`config.mk`:
```
export PLATFORM = sky130hd
export DESIGN_NAME = sdf_ram
export DESIGN_NICKNAME = d
export VERILOG_FILES = /design/src/sv/sdf_ram.sv
export SDC_FILE = /design/constraint.sdc
export NUM_CORES = 1
export LEC_CHECK = 0
export CORE_MARGIN = 2
export CORE_UTILIZATION = 60
export DETAILED_ROUTE_END_ITERATION = 10
export DONT_BUFFER_PORTS = 1
export GPL_TIMING_DRIVEN = 0
export PLACE_DENSITY = 0.76
export SYNTH_ARGS = -nofsm -noshare
export SYNTH_HDL_FRONTEND = slang
export SYNTH_SLANG_ARGS = --single-unit
export TNS_END_PERCENT = 100
```
`constraint.sdc`:
```
create_clock -name clock -period 3.25 [get_ports clock]
set_input_delay 0.8125 -clock clock [delete_from_list [all_inputs] [get_ports clock]]
set_output_delay 0.8125 -clock clock [all_outputs]
set_load 0.02 [all_outputs]
```
`src/sv/sdf_ram.sv`:
```
// ----------------------------------------------------------------------------
// sdf_ram
// generic single write port, single read port ram with registered read data
// ----------------------------------------------------------------------------
`default_nettype none

module sdf_ram #(
   parameter int WIDTH = 8,
   parameter int DEPTH = 16
) (
   input  wire logic                     clock,
   input  wire logic                     wr_en,
   input  wire logic [$clog2(DEPTH)-1:0] wr_addr,
   input  wire logic [WIDTH-1:0]         wr_data,
   input  wire logic                     rd_en,
   input  wire logic [$clog2(DEPTH)-1:0] rd_addr,
   output logic      [WIDTH-1:0]         rd_data
);

   logic [WIDTH-1:0] mem [DEPTH];

   // write port
   always_ff @(posedge clock) begin
      if (wr_en) begin
         mem[wr_addr] <= wr_data;
      end
   end

   // registered read port
   always_ff @(posedge clock) begin
      if (rd_en) begin
         rd_data <= mem[rd_addr];
      end
   end

endmodule

`default_nettype wire

```
==> results of run 1 <==
-- cell families (layout without fill, tap and decap cells) --
kind of cell,after synthesis,count (layout)
and+or+nand+nor,35,35
muxes,32,32
AOI/OAI and AO/OA,16,16
DFF,136,136
buffers and inverters,10,43
-- registers in the layout, indices dropped and copies added (netlist names) --
signal / cells
mem: 128
rd_data: 8
-- routing by layer --
| metal | up-vias | share of wire | track usage |
|---|---|---|---|
| met1 | 1216 | 0.40 | 0.317 |
| met2 | 99 | 0.50 | 0.358 |
| met4 | 0 | 0.015 | 0.0897 |
| li1 | 1020 | - | - |
| met3 | 9 | 0.078 | 0.0734 |
| met5 | - | 0 | 0 |
-- report_power, final --
group	leakage (nW)	switching (mW)	internal, mW
logic	0.423	0.0709	0.0636
clock network	0.291	0.687	1.31
registers	1.24	0.0216	1.98
total	1.95	0.780	3.36
-- cell usage after synthesis --
cell,n
mux4_2,18
nand3b_1,2
nand2b_1,2
and2_1,1
a22oi_1,16
nand2_1,9
or3b_2,1
mux4_1,14
nor2b_1,1
buf_2,3
nand3_1,1
clkdlybuf4s25_2,3
buf_4,1
nor3_1,4
buf_6,3
and2b_1,1
edfxtp_1,136
nor2_1,13
-- layout make-up --
| class | instances | area share |
|---|---|---|
| sequential | 136 | 0.681 |
| multi-input combinational | 83 | 0.176 |
| clock buffer | 18 | 0.0697 |
| clock inverter | 14 | 0.0342 |
| tap | 108 | 0.0225 |
| buffer | 10 | 0.0144 |
| timing repair buffer | 1 | 0.00125 |
-- stage by stage --
step | util | power [mW]
4_1_cts | 0.697 | 4.15
3_3_place_gp | 0.624 | 2.16
2_1_floorplan | - | 2.13
5_1_grt | 0.697 | 4.24
3_5_place_dp | 0.624 | 2.17
6_report | 0.697 | 4.14
-- worst paths after layout --
kind              startpoint         end  slack [ns]  depth (start not counted)
setup / recovery  wr_addr[2]   mem[8][7]        1.39                          2
hold / removal    wr_data[3]   mem[2][3]        0.38                          0
setup reg to reg   mem[4][2]  rd_data[2]        1.71                          3
hold reg to reg   mem[11][3]  rd_data[3]        0.76                          3
==> qor.csv, run 1 <==
stage;metric;value;unit
timing;final setup margin;1.39;ns
setup_path;startpoint-to-endpoint class of the critical path;input pin to flip-flop;
clock_tree;number of buffers created by CTS;17;
detailed_routing;overall routed net length;10100;um
placement;placer's final routability congestion estimate;0.716;
synth;proportion of synthesized area in mux cells;0.148;
clock_tree;Setup Fix Bufs, Post-CTS;0;
global_route;GRT Residual Overflow;0;
setup_path;sort of element at the start of the critical path;input pin;
global_route;pin count of the biggest net entering global routing;17;
timing;Final Critical Period;1.86;ns
detailed_routing;total iterations of the first detailed-routing run;4;
placement;half-perimeter wire length after placement;5910;um
placement;# port buffers;0;
cells_and_area;area delta synth->final;14.6;%
detailed_routing;initial detailed-routing violation count;333;
placement;Post-DP Area;5360;um^2
synth;area of the mapped netlist;5230;um^2
setup_path;data required time at the worst endpoint;3.38;ns
setup_path;Worst path max stage delay;0.95;ns
setup_path;cell with the largest stage delay on the worst path;nor3_1;
synth;post-synthesis sequential area ratio;0.781;
timing;Worst slew margin;0.164;
global_route;global router's overall resource usage;0.232;
timing;RSZ-0062 raised after global routing;false;
synth;fraction of the mapped netlist area in adder cells;0;
timing;count of final max-slew check failures;0;
clock_tree;CTS HTree Levels;4;
cells_and_area;Post-Layout Cell Count;370;
cells_and_area;area of all sequential standard cells;4080;um^2
synth;largest family of logic cells by synthesized area;multiplexers;
timing;Hold WS;0.381;ns
cells_and_area;fraction of final layout cells sized beyond drive strength 1;0.218;
pwr;power density over the cells;690;nW/um^2
cells_and_area;most common cell after layout, fill and taps aside;edfxtp_1;
detailed_routing;Via density;6.34;
clock_tree;cells resized by post-CTS repair;0;
clock_tree;number of buffers inserted by hold repair at cts;0;
clock_tree;clock tree root driver cell;clkbuf_8;
die;die area;9480;um^2
synth;post-synthesis cell type count;18;
timing;Final Hold Viols;0;
setup_path;combined buffer and inverter count along the critical path;0;
die;DIE WIDTH;97.3;um
synth;Synth area leader;edfxtp_1;
detailed_routing;post-DR wirelength/cell;27.2;um
detailed_routing;final routed DRC violation total;0;
pwr;cell leakage power;1.95;nW
synth;Synth Area in Simple Gates;0.0314;
placement;worst slack at placement;0.514;ns
die;CORE AREA;8590;um^2
cells_and_area;final antenna diode count;0;
global_route;vias in the first global route;2447;
synth;xor-xnor portion of the synthesized cell area;0;
synth;post-synth net total;248;
setup_path;Worst Path Arrival;2.00;ns
cells_and_area;fillcell total;507;
clock_tree;clock-pin slew on the worst setup and hold paths;0.06;ns
synth;Synth Register Bits;136;
run;count of max-cap constraint violations;0;
synth;total of warnings raised by yosys;0;
clock_tree;CTS Buffer Depth;2;
timing;worst clock skew;0.00971;ns
timing;total negative slack for setup checks;0;ns
timing;transition time of the tightest slew-check pin;1.25;ns
cells_and_area;area of the multi-input gates;1060;um^2
timing;share of the cycle needed by the critical path after routing;0.574;
setup_path;worst-path maximum fanout;8;
global_route;antenna violations before repair;0;
die;I/O pin total;27;
setup_path;Crit path max-delay family;simple AND/OR/NAND/NOR gates;
detailed_routing;via count;2344;
status;status;finished, final reports clean;
synth;share of Yosys cell area claimed by the top area cell type;0.781;
setup_path;CP Capture Type;flip-flop;
global_route;first-pass GRT wire length;15100;um
synth;number of cells produced by synthesis;229;
cells_and_area;post-layout instance area;5990;um^2
die;Die H;97.3;um
timing;number of setup violations in the final report;0;
clock_tree;number of sinks handled by clock tree synthesis;136;
synth;leading cell types by total area after synthesis;edfxtp_1 (78%), mux4_2 (7.8%), mux4_1 (7.0%);
clock_tree;CTS tree;built;
die;starting density of the core;0.608;
detailed_routing;antenna viol nets, final;0;
timing;highest attainable clock frequency;536;MHz
placement;DP Cell Count;337;
synth;synthesized area per cell;22.8;um^2
synth;synthesized-area fraction occupied by ao, oa, aoi and oai cells;0.0230;
cells_and_area;most used cells in the layout excluding fill and tap cells;edfxtp_1 (136), mux4_2 (18), a22oi_1 (16), clkbuf_16 (16), mux4_1 (14);
setup_path;cell chain of the critical path;nand3b_1 -> nor3_1;
cells_and_area;Layout Nets;268;
clock_tree;Skew-Pair Late Insertion Delay;0.52;ns
pwr;Max IR drop VDD;479;uV
die;Placement Rows;34;
hold_path;worst min-delay path category;input pin to flip-flop;
Note: power is estimated with default switching activity, not from simulation.
==> run 2, diff against run 1 <==
Clock period 3.25 ns to 1.8 ns, I/O delays scaled along.
==> run 2 against run 1 <==
- combinational power up 82%
- global-route usage down 0.65 points
- register-to-register slack worse by 1.5 ns
- sequential cell count unchanged
- non-clock buffer count unchanged
- final cell count down 0.54%
- sequential share of layout area up 0.49 points
- die area unchanged
- clock skew about the same
- critical path type is now flip-flop to flip-flop
==> qor.csv, run 2 (synthesis results as in run 1) <==
stage;metric;value;unit;change
cells_and_area;max FFs per register;128;;unchanged
pwr;Max IR drop VDD;607;uV;+27%
clock_tree;CTS tree;built;;
placement;Post-DP Area;5370;um^2;about the same
cells_and_area;top flop regs;mem: 128 flops, rd_data: 8 flops;;
timing;number of setup violations in the final report;0;;unchanged
clock_tree;Skew-Pair Late Insertion Delay;0.51;ns;about the same
detailed_routing;initial detailed-routing violation count;245;;-26%
hold_path;worst min-delay path category;input pin to flip-flop;;
clock_tree;clock-pin slew on the worst setup and hold paths;0.06;ns;about the same
detailed_routing;antenna viol nets, final;0;;unchanged
clock_tree;number of sinks handled by clock tree synthesis;136;;unchanged
timing;Hold WS;0.0288;ns;-0.352 ns
die;starting density of the core;0.608;;unchanged
pwr;proportion of power drawn by combinational gates;0.034;;about the same
clock_tree;cells resized by post-CTS repair;0;;unchanged
clock_tree;Setup Fix Bufs, Post-CTS;0;;unchanged
setup_path;startpoint-to-endpoint class of the critical path;flip-flop to flip-flop;;
setup_path;worst-path maximum fanout;1;;-7
setup_path;reg-to-reg setup timing slack;0.21;ns;-1.50 ns
status;status;finished, final reports clean;;
pwr;sum of internal, switching and leakage power;7.26;mW;+76%
placement;# port buffers;0;;unchanged
timing;RSZ-0062 raised after global routing;false;;
cells_and_area;final antenna diode count;0;;unchanged
hold_path;endpoint with the worst hold slack;mem[12][7];;
detailed_routing;overall routed net length;10100;um;+0.39%
die;Die H;97.3;um;unchanged
timing;Final Hold Viols;0;;unchanged
detailed_routing;Via density;6.60;;+4.2%
clock_tree;number of buffers inserted by hold repair at cts;0;;unchanged
die;die area;9480;um^2;unchanged
global_route;pin count of the biggest net entering global routing;17;;unchanged
setup_path;critical register-to-register path startpoint;mem[7][7];;
placement;placer's final routability congestion estimate;0.696;;-2.8%
die;CORE AREA;8590;um^2;unchanged
cells_and_area;fraction of final layout cells sized beyond drive strength 1;0.215;;-0.00217
clock_tree;CTS Buffer Depth;2;;unchanged
hold_path;cell depth of the worst hold path;0;;unchanged
placement;half-perimeter wire length after placement;5940;um;+0.53%
timing;transition time of the tightest slew-check pin;1.25;ns;+0.000289 ns
pwr;cell leakage power;1.94;nW;-0.68%
timing;count of final max-slew check failures;0;;unchanged
detailed_routing;final routed DRC violation total;0;;unchanged
die;I/O pin total;27;;unchanged
setup_path;data required time at the worst endpoint;2.05;ns;-1.33 ns
detailed_routing;total iterations of the first detailed-routing run;5;;+1
global_route;GRT Residual Overflow;0;;unchanged
cells_and_area;post-layout instance area;5950;um^2;-0.71%
global_route;first-pass GRT wire length;14800;um;-1.6%
setup_path;CP Capture Type;flip-flop;;
cells_and_area;area delta synth->final;13.8;%;
global_route;global router's overall resource usage;0.226;;-0.00650
cells_and_area;most used cells in the layout excluding fill and tap cells;edfxtp_1 (136), mux4_2 (18), a22oi_1 (16), clkbuf_16 (16), mux4_1 (14);;
timing;highest attainable clock frequency;631;MHz;
pwr;Cell Int Power;5.90;mW;+76%
cells_and_area;Layout Nets;268;;unchanged
global_route;vias in the first global route;2431;;-0.65%
timing;share of the cycle needed by the critical path after routing;0.881;;
run;count of max-cap constraint violations;0;;unchanged
pwr;Switching Fraction;0.187;;-0.00123
timing;worst clock skew;0.00974;ns;+0.0000325 ns
pwr;sw power;1.36;mW;+74%
pwr;power density over the cells;1220;nW/um^2;+77%
pwr;sequential fraction of design power;0.498;;+0.014
cells_and_area;Core Util, Final;0.692;;-0.00495
setup_path;Worst Path Arrival;1.83;ns;-0.17 ns
pwr;clock share of power;0.468;;-0.016
timing;Final Critical Period;1.59;ns;
clock_tree;CTS HTree Levels;4;;unchanged
timing;Worst slew margin;0.163;;-0.000194
cells_and_area;most common cell after layout, fill and taps aside;edfxtp_1;;
global_route;antenna violations before repair;0;;unchanged
clock_tree;number of buffers created by CTS;17;;unchanged
clock_tree;clock tree root driver cell;clkbuf_8;;
setup_path;depth of the worst register-to-register path;3;;unchanged
detailed_routing;post-DR wirelength/cell;27.4;um;+0.93%
setup_path;sort of element at the start of the critical path;flip-flop;;
setup_path;capture point of the worst reg-to-reg path;rd_data[7];;
die;DIE WIDTH;97.3;um;unchanged
die;Placement Rows;34;;unchanged
detailed_routing;via count;2430;;+3.7%
cells_and_area;register with the most flip-flops;mem;;
hold_path;startpoint of the lowest-slack hold path;wr_data[7];;
run 2: worst max-delay path, stage by stage (launching register included):
cell and delay [ns]:
edfxtp_1 0.38, mux4_2 0.52, a22oi_1 0.29, nand2_1 0.12
run 2: area by class of cell:
type                            instances  area [um^2]
Sequential cell                       136         4080
Fill cell                             503         2640
Multi-Input combinational cell         83         1060
Clock buffer                           19          422
Clock inverter                         11          156
Tap cell                              108          135
Buffer                                 10         86.3
Timing Repair Buffer                    1         5.00
run 2: metal layers:
metal | vias up | global-route usage | share of wire
li1 | 1020 | - | -
met1 | 1263 | 0.307 | 0.41
met2 | 126 | 0.362 | 0.50
met3 | 21 | 0.0554 | 0.069
met4 | 0 | 0.0844 | 0.017
met5 | - | 0 | 0
run 2: power by group through the flow:
stage               registers (mW)  clock network, mW  logic [mW]
floorplan                     3.67                  0       0.180
finish                        3.61               3.40       0.246
global route                  3.62               3.55       0.261
CTS                           3.61               3.42       0.246
global placement              3.67                  0       0.237
detailed placement            3.68                  0       0.242
run 2: worst max-delay path by stage:
stage / from / to
floorplan: rd_addr[0] / rd_data[1]
global placement: wr_addr[2] / mem[8][2]
detailed placement: wr_addr[2] / mem[8][1]
CTS: wr_addr[2] / mem[8][0]
global route: wr_addr[2] / mem[8][6]
finish: mem[7][7] / rd_data[7]
run 2: per-stage QoR:
stage	setup slack, ns	std cells	TNS (ns)
2_1_floorplan	0.0676	229	0
3_3_place_gp	-0.287	337	-12.00
3_5_place_dp	-0.313	337	-12.00
4_1_cts	0.187	367	0
5_1_grt	0.129	368	0
6_report	0.215	368	0
